===== src/design/bce_pkg.sv =====
// ----------------------------------------------------------------------------
// bce_pkg
// Shared widths, constants and types of the battery charge estimator.
// ----------------------------------------------------------------------------
package bce_pkg;

    localparam int unsigned GAIN_W      = 20;
    localparam int unsigned THR_W       = 7;
    localparam int unsigned MV_W        = 16;
    localparam int unsigned PCT_W       = 7;
    localparam int unsigned GAIN_FRAC   = 16;
    localparam int unsigned IN_TDATA_W  = 16;
    localparam int unsigned OUT_TDATA_W = 24;
    localparam int unsigned APB_ADDR_W  = 3;
    localparam int unsigned APB_DATA_W  = 32;
    localparam int unsigned CFG_IDX_W   = 1;

    // Register indexes, taken from paddr above the byte lanes.
    localparam logic [CFG_IDX_W-1:0] REG_VOLT_GAIN     = 1'b0;
    localparam logic [CFG_IDX_W-1:0] REG_LOW_THRESHOLD = 1'b1;

    localparam logic [GAIN_W-1:0] GAIN_RESET = 20'd105625;
    localparam logic [THR_W-1:0]  THR_RESET  = 7'd20;

    // Breakpoints of the discharge curve in millivolts.
    localparam logic [MV_W-1:0] MV_PCT100 = 16'd4200;
    localparam logic [MV_W-1:0] MV_PCT80  = 16'd4000;
    localparam logic [MV_W-1:0] MV_PCT60  = 16'd3800;
    localparam logic [MV_W-1:0] MV_PCT40  = 16'd3600;
    localparam logic [MV_W-1:0] MV_PCT20  = 16'd3400;
    localparam logic [MV_W-1:0] MV_PCT0   = 16'd3000;

    localparam logic [PCT_W-1:0] PCT_100 = 7'd100;
    localparam logic [PCT_W-1:0] PCT_80  = 7'd80;
    localparam logic [PCT_W-1:0] PCT_60  = 7'd60;
    localparam logic [PCT_W-1:0] PCT_40  = 7'd40;
    localparam logic [PCT_W-1:0] PCT_20  = 7'd20;
    localparam logic [PCT_W-1:0] PCT_0   = 7'd0;

    // floor(x / 10) == (x * 205) >> 11 for every x below 1029.
    localparam logic [7:0] DIV10_RECIP = 8'd205;
    localparam int unsigned DIV10_SHIFT = 11;

    typedef struct packed {
        logic [GAIN_W-1:0] volt_gain;
        logic [THR_W-1:0]  low_threshold;
    } cfg_t;

    // Packed so that it maps directly onto m_tdata, voltage in the low bits.
    typedef struct packed {
        logic              battery_low;
        logic [PCT_W-1:0]  percent;
        logic [MV_W-1:0]   voltage_mv;
    } result_t;

endpackage


===== src/design/bce_cfg_regs.sv =====
// ----------------------------------------------------------------------------
// bce_cfg_regs
// APB register file holding the voltage gain and the low threshold.
// ----------------------------------------------------------------------------
module bce_cfg_regs (
    input  logic                                 aclk,
    input  logic                                 aresetn,
    input  logic                                 psel,
    input  logic                                 penable,
    input  logic                                 pwrite,
    input  logic [bce_pkg::APB_ADDR_W-1:0]       paddr,
    input  logic [bce_pkg::APB_DATA_W-1:0]       pwdata,
    output logic [bce_pkg::APB_DATA_W-1:0]       prdata,
    output logic                                 pready,
    output bce_pkg::cfg_t                        cfg
);

    logic [bce_pkg::GAIN_W-1:0]    gain_reg;
    logic [bce_pkg::THR_W-1:0]     thr_reg;
    logic [bce_pkg::CFG_IDX_W-1:0] reg_idx;
    logic                          wr_en;

    assign reg_idx = paddr[bce_pkg::APB_ADDR_W-1:2];
    assign wr_en   = psel & penable & pwrite;
    assign pready  = 1'b1;

    always_ff @(posedge aclk) begin
        if (!aresetn) begin
            gain_reg <= bce_pkg::GAIN_RESET;
            thr_reg  <= bce_pkg::THR_RESET;
        end else if (wr_en) begin
            case (reg_idx)
                bce_pkg::REG_VOLT_GAIN: begin
                    gain_reg <= pwdata[bce_pkg::GAIN_W-1:0];
                end
                bce_pkg::REG_LOW_THRESHOLD: begin
                    thr_reg <= pwdata[bce_pkg::THR_W-1:0];
                end
                default: begin
                end
            endcase
        end
    end

    always_comb begin
        case (reg_idx)
            bce_pkg::REG_VOLT_GAIN: begin
                prdata = bce_pkg::APB_DATA_W'(gain_reg);
            end
            bce_pkg::REG_LOW_THRESHOLD: begin
                prdata = bce_pkg::APB_DATA_W'(thr_reg);
            end
            default: begin
                prdata = '0;
            end
        endcase
    end

    assign cfg.volt_gain     = gain_reg;
    assign cfg.low_threshold = thr_reg;

endmodule


===== src/design/bce_accum.sv =====
// ----------------------------------------------------------------------------
// bce_accum
// Sums samples in groups and forms the floored group average.
// ----------------------------------------------------------------------------
module bce_accum #(
    parameter int unsigned SAMPLES_PER_READING = 8,
    parameter int unsigned ADC_WIDTH           = 12
) (
    input  logic                  aclk,
    input  logic                  aresetn,
    input  logic                  in_valid,
    output logic                  in_ready,
    input  logic [ADC_WIDTH-1:0]  sample,
    output logic                  out_valid,
    input  logic                  out_ready,
    output logic [ADC_WIDTH-1:0]  avg
);

    localparam int unsigned LOG_S = $clog2(SAMPLES_PER_READING);
    localparam int unsigned SUM_W = ADC_WIDTH + LOG_S;
    localparam int unsigned CNT_W = (SAMPLES_PER_READING > 1) ? LOG_S : 1;
    localparam int unsigned DIV_K = SUM_W + LOG_S;
    localparam int unsigned PROD_W = 2 * SUM_W + 1;
    // Rounded-up reciprocal: (n * RECIP) >> DIV_K is exact for any n below 2**SUM_W.
    localparam longint unsigned RECIP_FULL =
        ((64'd1 << DIV_K) + SAMPLES_PER_READING - 1) / SAMPLES_PER_READING;
    localparam logic [SUM_W:0]     RECIP    = RECIP_FULL[SUM_W:0];
    localparam logic [CNT_W-1:0]   LAST_CNT = CNT_W'(SAMPLES_PER_READING - 1);

    logic [SUM_W-1:0]  sum_reg;
    logic [SUM_W-1:0]  sum_next;
    logic [CNT_W-1:0]  cnt_reg;
    logic [SUM_W-1:0]  tot_reg;
    logic              tot_vld_reg;
    logic [ADC_WIDTH-1:0] avg_reg;
    logic              avg_vld_reg;
    logic              last;
    logic              accept;
    logic              tot_ready;
    logic              avg_ready;
    logic [PROD_W-1:0] prod;

    assign last      = (cnt_reg == LAST_CNT);
    assign avg_ready = !avg_vld_reg || out_ready;
    assign tot_ready = !tot_vld_reg || avg_ready;
    // Samples that do not close a group only touch the accumulator.
    assign in_ready  = !last || tot_ready;
    assign accept    = in_valid && in_ready;
    assign sum_next  = sum_reg + SUM_W'(sample);

    always_ff @(posedge aclk) begin
        if (!aresetn) begin
            sum_reg     <= '0;
            cnt_reg     <= '0;
            tot_vld_reg <= 1'b0;
        end else begin
            if (accept) begin
                if (last) begin
                    sum_reg <= '0;
                    cnt_reg <= '0;
                end else begin
                    sum_reg <= sum_next;
                    cnt_reg <= cnt_reg + CNT_W'(1);
                end
            end
            if (tot_ready) begin
                tot_vld_reg <= accept && last;
            end
        end
    end

    always_ff @(posedge aclk) begin
        if (tot_ready && accept && last) begin
            tot_reg <= sum_next;
        end
    end

    assign prod = PROD_W'(tot_reg) * PROD_W'(RECIP);

    always_ff @(posedge aclk) begin
        if (!aresetn) begin
            avg_vld_reg <= 1'b0;
        end else if (avg_ready) begin
            avg_vld_reg <= tot_vld_reg;
        end
    end

    always_ff @(posedge aclk) begin
        if (avg_ready && tot_vld_reg) begin
            avg_reg <= prod[DIV_K +: ADC_WIDTH];
        end
    end

    assign out_valid = avg_vld_reg;
    assign avg       = avg_reg;

    a_cnt_range: assert property (@(posedge aclk) disable iff (!aresetn)
        cnt_reg <= LAST_CNT)
        else $error("sample counter ran past the group size");

    a_sum_cleared: assert property (@(posedge aclk) disable iff (!aresetn)
        (cnt_reg == '0) |-> (sum_reg == '0))
        else $error("group sum not cleared at the start of a group");

endmodule


===== src/design/bce_scale.sv =====
// ----------------------------------------------------------------------------
// bce_scale
// Scales the average by the Q16 gain to millivolts, saturating at full scale.
// ----------------------------------------------------------------------------
module bce_scale #(
    parameter int unsigned AVG_W = 12
) (
    input  logic                        aclk,
    input  logic                        aresetn,
    input  logic                        in_valid,
    output logic                        in_ready,
    input  logic [AVG_W-1:0]            avg,
    input  logic [bce_pkg::GAIN_W-1:0]  volt_gain,
    output logic                        out_valid,
    input  logic                        out_ready,
    output logic [bce_pkg::MV_W-1:0]    voltage_mv
);

    localparam int unsigned PROD_W = AVG_W + bce_pkg::GAIN_W;

    logic [PROD_W-1:0]            prod;
    logic [31:0]                  mv_wide;
    logic [bce_pkg::MV_W-1:0]     mv_sat;
    logic [bce_pkg::MV_W-1:0]     mv_reg;
    logic                         vld_reg;

    assign prod    = PROD_W'(avg) * PROD_W'(volt_gain);
    assign mv_wide = 32'(prod >> bce_pkg::GAIN_FRAC);
    assign mv_sat  = (|mv_wide[31:bce_pkg::MV_W]) ? '1 : mv_wide[bce_pkg::MV_W-1:0];

    assign in_ready = !vld_reg || out_ready;

    always_ff @(posedge aclk) begin
        if (!aresetn) begin
            vld_reg <= 1'b0;
        end else if (in_ready) begin
            vld_reg <= in_valid;
        end
    end

    always_ff @(posedge aclk) begin
        if (in_ready && in_valid) begin
            mv_reg <= mv_sat;
        end
    end

    assign out_valid  = vld_reg;
    assign voltage_mv = mv_reg;

endmodule


===== src/design/bce_curve.sv =====
// ----------------------------------------------------------------------------
// bce_curve
// Maps millivolts to charge percent on the cell curve and holds the result.
// ----------------------------------------------------------------------------
module bce_curve (
    input  logic                        aclk,
    input  logic                        aresetn,
    input  logic                        in_valid,
    output logic                        in_ready,
    input  logic [bce_pkg::MV_W-1:0]    voltage_mv,
    input  logic [bce_pkg::THR_W-1:0]   low_threshold,
    output logic                        out_valid,
    input  logic                        out_ready,
    output bce_pkg::result_t            result
);

    logic [bce_pkg::MV_W-1:0]   seg_low;
    logic [bce_pkg::PCT_W-1:0]  seg_base;
    logic                       seg_half;
    logic [bce_pkg::MV_W-1:0]   offset;
    logic [7:0]                 step_mv;
    logic [15:0]                step_prod;
    logic [bce_pkg::PCT_W-1:0]  pct;
    bce_pkg::result_t           res_c;
    bce_pkg::result_t           res_reg;
    logic                       vld_reg;

    always_comb begin
        seg_half = 1'b0;
        if (voltage_mv >= bce_pkg::MV_PCT80) begin
            seg_low  = bce_pkg::MV_PCT80;
            seg_base = bce_pkg::PCT_80;
        end else if (voltage_mv >= bce_pkg::MV_PCT60) begin
            seg_low  = bce_pkg::MV_PCT60;
            seg_base = bce_pkg::PCT_60;
        end else if (voltage_mv >= bce_pkg::MV_PCT40) begin
            seg_low  = bce_pkg::MV_PCT40;
            seg_base = bce_pkg::PCT_40;
        end else if (voltage_mv >= bce_pkg::MV_PCT20) begin
            seg_low  = bce_pkg::MV_PCT20;
            seg_base = bce_pkg::PCT_20;
        end else begin
            // The bottom segment is twice as wide, so it takes one percent per 20 mV.
            seg_low  = bce_pkg::MV_PCT0;
            seg_base = bce_pkg::PCT_0;
            seg_half = 1'b1;
        end
    end

    assign offset    = voltage_mv - seg_low;
    assign step_mv   = seg_half ? offset[8:1] : offset[7:0];
    assign step_prod = 16'(step_mv) * 16'(bce_pkg::DIV10_RECIP);

    always_comb begin
        if (voltage_mv >= bce_pkg::MV_PCT100) begin
            pct = bce_pkg::PCT_100;
        end else if (voltage_mv < bce_pkg::MV_PCT0) begin
            pct = bce_pkg::PCT_0;
        end else begin
            pct = seg_base + bce_pkg::PCT_W'(step_prod >> bce_pkg::DIV10_SHIFT);
        end
    end

    assign res_c.voltage_mv  = voltage_mv;
    assign res_c.percent     = pct;
    assign res_c.battery_low = (pct < low_threshold);

    assign in_ready = !vld_reg || out_ready;

    always_ff @(posedge aclk) begin
        if (!aresetn) begin
            vld_reg <= 1'b0;
        end else if (in_ready) begin
            vld_reg <= in_valid;
        end
    end

    always_ff @(posedge aclk) begin
        if (in_ready && in_valid) begin
            res_reg <= res_c;
        end
    end

    assign out_valid = vld_reg;
    assign result    = res_reg;

    a_pct_range: assert property (@(posedge aclk) disable iff (!aresetn)
        vld_reg |-> (res_reg.percent <= bce_pkg::PCT_100))
        else $error("charge percent above one hundred");

    a_full_charge: assert property (@(posedge aclk) disable iff (!aresetn)
        (vld_reg && (res_reg.voltage_mv >= bce_pkg::MV_PCT100))
            |-> (res_reg.percent == bce_pkg::PCT_100))
        else $error("full voltage did not give full charge");

endmodule


===== src/design/battery_charge_estimator_core.sv =====
// ----------------------------------------------------------------------------
// battery_charge_estimator_core
// Averages raw ADC samples in groups and reports battery voltage and charge.
// ----------------------------------------------------------------------------
// Raw converter samples arrive on the s_ stream, one item per cycle at most.
// Every SAMPLES_PER_READING accepted samples form one group; the last sample
// of a group yields one result item on the m_ stream, earlier samples yield
// none. A result holds the battery voltage in millivolts (floored average
// times the Q16 gain on the APB port), the charge percent from the cell curve
// and a low flag against the APB threshold.
// Throughput is one sample per cycle unless a closing sample waits for a
// free stage. A result is built from the last sample of its group through
// a total register, a reciprocal-multiply average stage, a gain multiply
// stage and the output register. If m_tready stays low, results collect
// in the stages; samples that do not close a group are still taken, while
// a closing sample waits until a stage frees up. Reset empties the stages,
// clears the group sum and count and loads the default gain and threshold.
// Users must write registers only while idle; the block does not enforce it.
// ----------------------------------------------------------------------------
module battery_charge_estimator_core #(
    parameter int unsigned SAMPLES_PER_READING = 8,
    parameter int unsigned ADC_WIDTH           = 12
) (
    input  logic                                  aclk,
    input  logic                                  aresetn,
    // s_tdata: [11:0] adc_sample, [15:12] zero
    input  logic                                  s_tvalid,
    output logic                                  s_tready,
    input  logic [bce_pkg::IN_TDATA_W-1:0]        s_tdata,
    // m_tdata: [15:0] voltage_mv, [22:16] percent, [23] battery_low
    output logic                                  m_tvalid,
    input  logic                                  m_tready,
    output logic [bce_pkg::OUT_TDATA_W-1:0]       m_tdata,
    input  logic                                  psel,
    input  logic                                  penable,
    input  logic                                  pwrite,
    input  logic [bce_pkg::APB_ADDR_W-1:0]        paddr,
    input  logic [bce_pkg::APB_DATA_W-1:0]        pwdata,
    output logic [bce_pkg::APB_DATA_W-1:0]        prdata,
    output logic                                  pready
);

    bce_pkg::cfg_t              cfg;
    bce_pkg::result_t           result;
    logic                       avg_valid;
    logic                       avg_ready;
    logic [ADC_WIDTH-1:0]       avg;
    logic                       mv_valid;
    logic                       mv_ready;
    logic [bce_pkg::MV_W-1:0]   voltage_mv;

    bce_cfg_regs u_regs (
        .aclk    (aclk),
        .aresetn (aresetn),
        .psel    (psel),
        .penable (penable),
        .pwrite  (pwrite),
        .paddr   (paddr),
        .pwdata  (pwdata),
        .prdata  (prdata),
        .pready  (pready),
        .cfg     (cfg)
    );

    bce_accum #(
        .SAMPLES_PER_READING (SAMPLES_PER_READING),
        .ADC_WIDTH           (ADC_WIDTH)
    ) u_accum (
        .aclk      (aclk),
        .aresetn   (aresetn),
        .in_valid  (s_tvalid),
        .in_ready  (s_tready),
        .sample    (s_tdata[ADC_WIDTH-1:0]),
        .out_valid (avg_valid),
        .out_ready (avg_ready),
        .avg       (avg)
    );

    bce_scale #(
        .AVG_W (ADC_WIDTH)
    ) u_scale (
        .aclk       (aclk),
        .aresetn    (aresetn),
        .in_valid   (avg_valid),
        .in_ready   (avg_ready),
        .avg        (avg),
        .volt_gain  (cfg.volt_gain),
        .out_valid  (mv_valid),
        .out_ready  (mv_ready),
        .voltage_mv (voltage_mv)
    );

    bce_curve u_curve (
        .aclk          (aclk),
        .aresetn       (aresetn),
        .in_valid      (mv_valid),
        .in_ready      (mv_ready),
        .voltage_mv    (voltage_mv),
        .low_threshold (cfg.low_threshold),
        .out_valid     (m_tvalid),
        .out_ready     (m_tready),
        .result        (result)
    );

    assign m_tdata = result;

endmodule

===== config.mk =====
export PLATFORM = sky130hd
export DESIGN_NAME = battery_charge_estimator_core
export DESIGN_NICKNAME = d
export VERILOG_FILES = /design/src/design/bce_pkg.sv /design/src/design/bce_cfg_regs.sv /design/src/design/bce_accum.sv /design/src/design/bce_scale.sv /design/src/design/bce_curve.sv /design/src/design/battery_charge_estimator_core.sv
export SDC_FILE = /design/constraint.sdc
export NUM_CORES = 1
export LEC_CHECK = 0
export BUFFER_PORTS_ARGS = -buffer_cell sky130_fd_sc_hd__buf_2
export CAP_MARGIN = 10
export CORE_MARGIN = 2
export CORE_UTILIZATION = 50
export CTS_BUF_LIST = sky130_fd_sc_hd__clkbuf_8 sky130_fd_sc_hd__clkbuf_16
export DETAILED_ROUTE_END_ITERATION = 8
export PLACE_DENSITY = 0.71
export SYNTH_ARGS = -nofsm -noshare
export SYNTH_HDL_FRONTEND = slang
export SYNTH_SLANG_ARGS = --single-unit
export TNS_END_PERCENT = 1

===== constraint.sdc =====
create_clock -name aclk -period 18 [get_ports aclk]
set_input_delay 2.7 -clock aclk [delete_from_list [all_inputs] [get_ports aclk]]
set_output_delay 2.7 -clock aclk [all_outputs]
set_load 0.02 [all_outputs]

==> flow_metrics.tcl <==
set metrics [dict create \
    critical_path_class "reg -> reg" \
    cts_setup_buffers 0 \
    rsz0062_at_grt "false" \
    violations "design-rule violations" \
    die_w_um 167.5 \
    io_buffers 85 \
    hp-class "reg -> reg" \
    register_area_um2 2903 \
    start_kind "flop" \
    drt_iter0_drc 624 \
    die_h_um 167.5 \
    worstPathRequired_ns 18.17 \
    drc 6 \
    grt_max_degree 52 \
    combPwrFrac_pct 34.5 \
    yosysTopAreaCell "fa_1" \
    place_hpwl_mm 23.35 \
    layout_worst_path_cycle_share_pct 50.26 \
    synth_area_per_cell_um2 9.504 \
    path_clk_slew_ns 0.06 \
    worst_pin_slew_ns 1.058 \
    yosysMostFrequentCell "nand2_1" \
    grt_antenna_before_repair 1 \
    cpMaxStageDelayCell "fa_1" \
    setup_violations 0 \
    gp_congestion 0.8774 \
    routed_via_density 5.401 \
    outcome "complete, but fails checks" \
    ys.flop_type "edfxtp_1" \
    ios 117 \
    sw_frac_of_total_pct 34.77 \
    internal_power_uw 631.7 \
    cts_tree "yes" \
    nFillCells 2328 \
    syn-cell-area_um2 13360 \
    vias 9732 \
    synth_top_area_share_pct 28.91 \
    die-area_um2 28050 \
    cts.sinks 113 \
    synth_edf_count 64 \
    slew_violations 0 \
    h-tree-depth 4 \
    p_clk_share_pct 34.5 \
    drive_above_1_share_pct 9.891 \
    cap_violations 0 \
    total_power_uw 968.4 \
    peakVddDrop_uv 54.70 \
    cp.buffers_inverters 2 \
    hold_buffers 0 \
    drtAntennaViolNets 0 \
    fmax_mhz 110.5 \
    yosysWarnings 0 \
    ys_seq_elements 113 \
    syn_inst 1406 \
    synth_area_leaders "fa_1, edfxtp_1, ha_1" \
    wl_per_cell_um 17.00 \
    nets 1841 \
    crit_arrival_ns 9.22 \
    cts_resized 0 \
    cp_max_fo 13 \
    start_util_pct 51.13 \
    yosysSeqAreaShare_pct 21.72 \
    multi_input_area_um2 9324 \
    p_sw_uw 336.7 \
    cts_buffer_depth 2 \
    overflow 0 \
    p_per_area_nw_per_um2 66.60 \
    tns_ns 0 \
    cp_top_family "adder cells" \
    slowest_delay_ns 0.57 \
    p_leak_nw 7.027 \
    cts_root_buf "clkbuf_16" \
    period_minus_slack_ns 9.047 \
    row_count 59 \
    grt_pass1_wl_mm 51.45 \
    final-hold-violation-count 0 \
    largest_register_ffs 24 \
    wirelength_mm 30.63 \
    ys_top_cells_by_count "nand2_1, inv_1, fa_1" \
    clock_latency_ns 0.43 \
    fin_skew_ns 0.01406 \
    async_flop_share_pct 0 \
    ys_types 60 \
    grt_usage_pct 23.16 \
    grt_pass1_vias 10387 \
    relSlewSlack_pct 27.67 \
    area_growth_pct 8.811 \
    numCtsBuffers 17 \
    core_um2 26130 \
    crit_path_end_kind "flop" \
    first_pass_iters 7 \
    p_seq_share_pct 31.0 \
]
-- path summary, 6_finish.rpt --
check	slack [ns]	startpoint	cells after the start	to
setup / recovery	8.95	u_scale.voltage_mv[12]$_DFFE_PP_	35	u_curve.result[23]$_DFFE_PP_
hold / removal	0.42	u_accum.tot_reg[6]$_DFFE_PP_	0	u_accum.avg[3]$_DFFE_PP_
setup reg to reg	8.95	u_scale.voltage_mv[12]$_DFFE_PP_	35	u_curve.result[23]$_DFFE_PP_
hold reg to reg	0.42	u_accum.tot_reg[6]$_DFFE_PP_	0	u_accum.avg[3]$_DFFE_PP_
-- cell usage in the layout (no fill, tap or decap), types with 23 or more instances in the layout --
cell type  instances
nand2_1          251
inv_1            226
fa_1             193
ha_1             137
buf_2             85
and2_1            68
edfxtp_1          64
dfxtp_1           49
nor2_1            34
nor2b_1           34
xnor2_1           32
a21oi_1           27
a21boi_0          24
nand3_1           23
o21ai_0           23
-- area by class of cell --
cell class | count | area share [%]
Timing Repair Buffer | 91 | 3.236
Clock inverter | 15 | 1.041
Multi-Input combinational cell | 1005 | 64.13
Tap cell | 335 | 2.883
Clock buffer | 17 | 2.926
Sequential cell | 113 | 19.96
Inverter | 225 | 5.808
Antenna cell | 1 | 0.01721
-- per-layer routing --
metal  global-route usage [%]  wire length (µm)  vias up
met3                    4.538              2247       55
li1                         -                 -     4514
met1                    31.39             13300     4819
met4                    6.578               746        2
met5                        0                11        -
met2                    38.14             14330      342
-- cells by family (layout without fill, tap and decap cells) --
kind of cell | count (synthesis) | after routing | share of synthesized area, %
xor+xnor | 41 | 41 | 2.687
compound gates | 141 | 141 | 7.228
flops | 113 | 113 | 21.72
mux | 17 | 17 | 1.395
other cells | 2 | 14 | 0.05620
buf+inv | 299 | 348 | 8.830
fa+ha+maj | 330 | 330 | 41.74
simple gates | 463 | 463 | 16.34
-- power by group through the flow --
stage | sequential, mW | clock [mW] | combinational, mW
4_1_cts | 0.300 | 0.341 | 0.338
2_1_floorplan | 0.299 | 0 | 0.261
6_report | 0.300 | 0.334 | 0.334
3_5_place_dp | 0.305 | 0 | 0.334
5_1_grt | 0.300 | 0.351 | 0.383
3_3_place_gp | 0.305 | 0 | 0.326
-- per-stage QoR --
step | cell area [µm²] | worst slack (ns) | hold WS [ns] | std cells | util [%]
finish | 14540 | 8.953 | 0.4196 | 1802 | 55.64
global route | 14540 | 8.244 | 0.4285 | 1801 | 55.63
CTS | 14530 | 8.965 | 0.4205 | 1800 | 55.60
detailed placement | 13950 | 8.975 | 0.4045 | 1768 | 53.39
global placement | 13950 | 9.172 | 0.4024 | 1768 | 53.39
floorplan | 13400 | 9.967 | 0.4003 | 1417 | -
(Power assumes the default switching activity.)
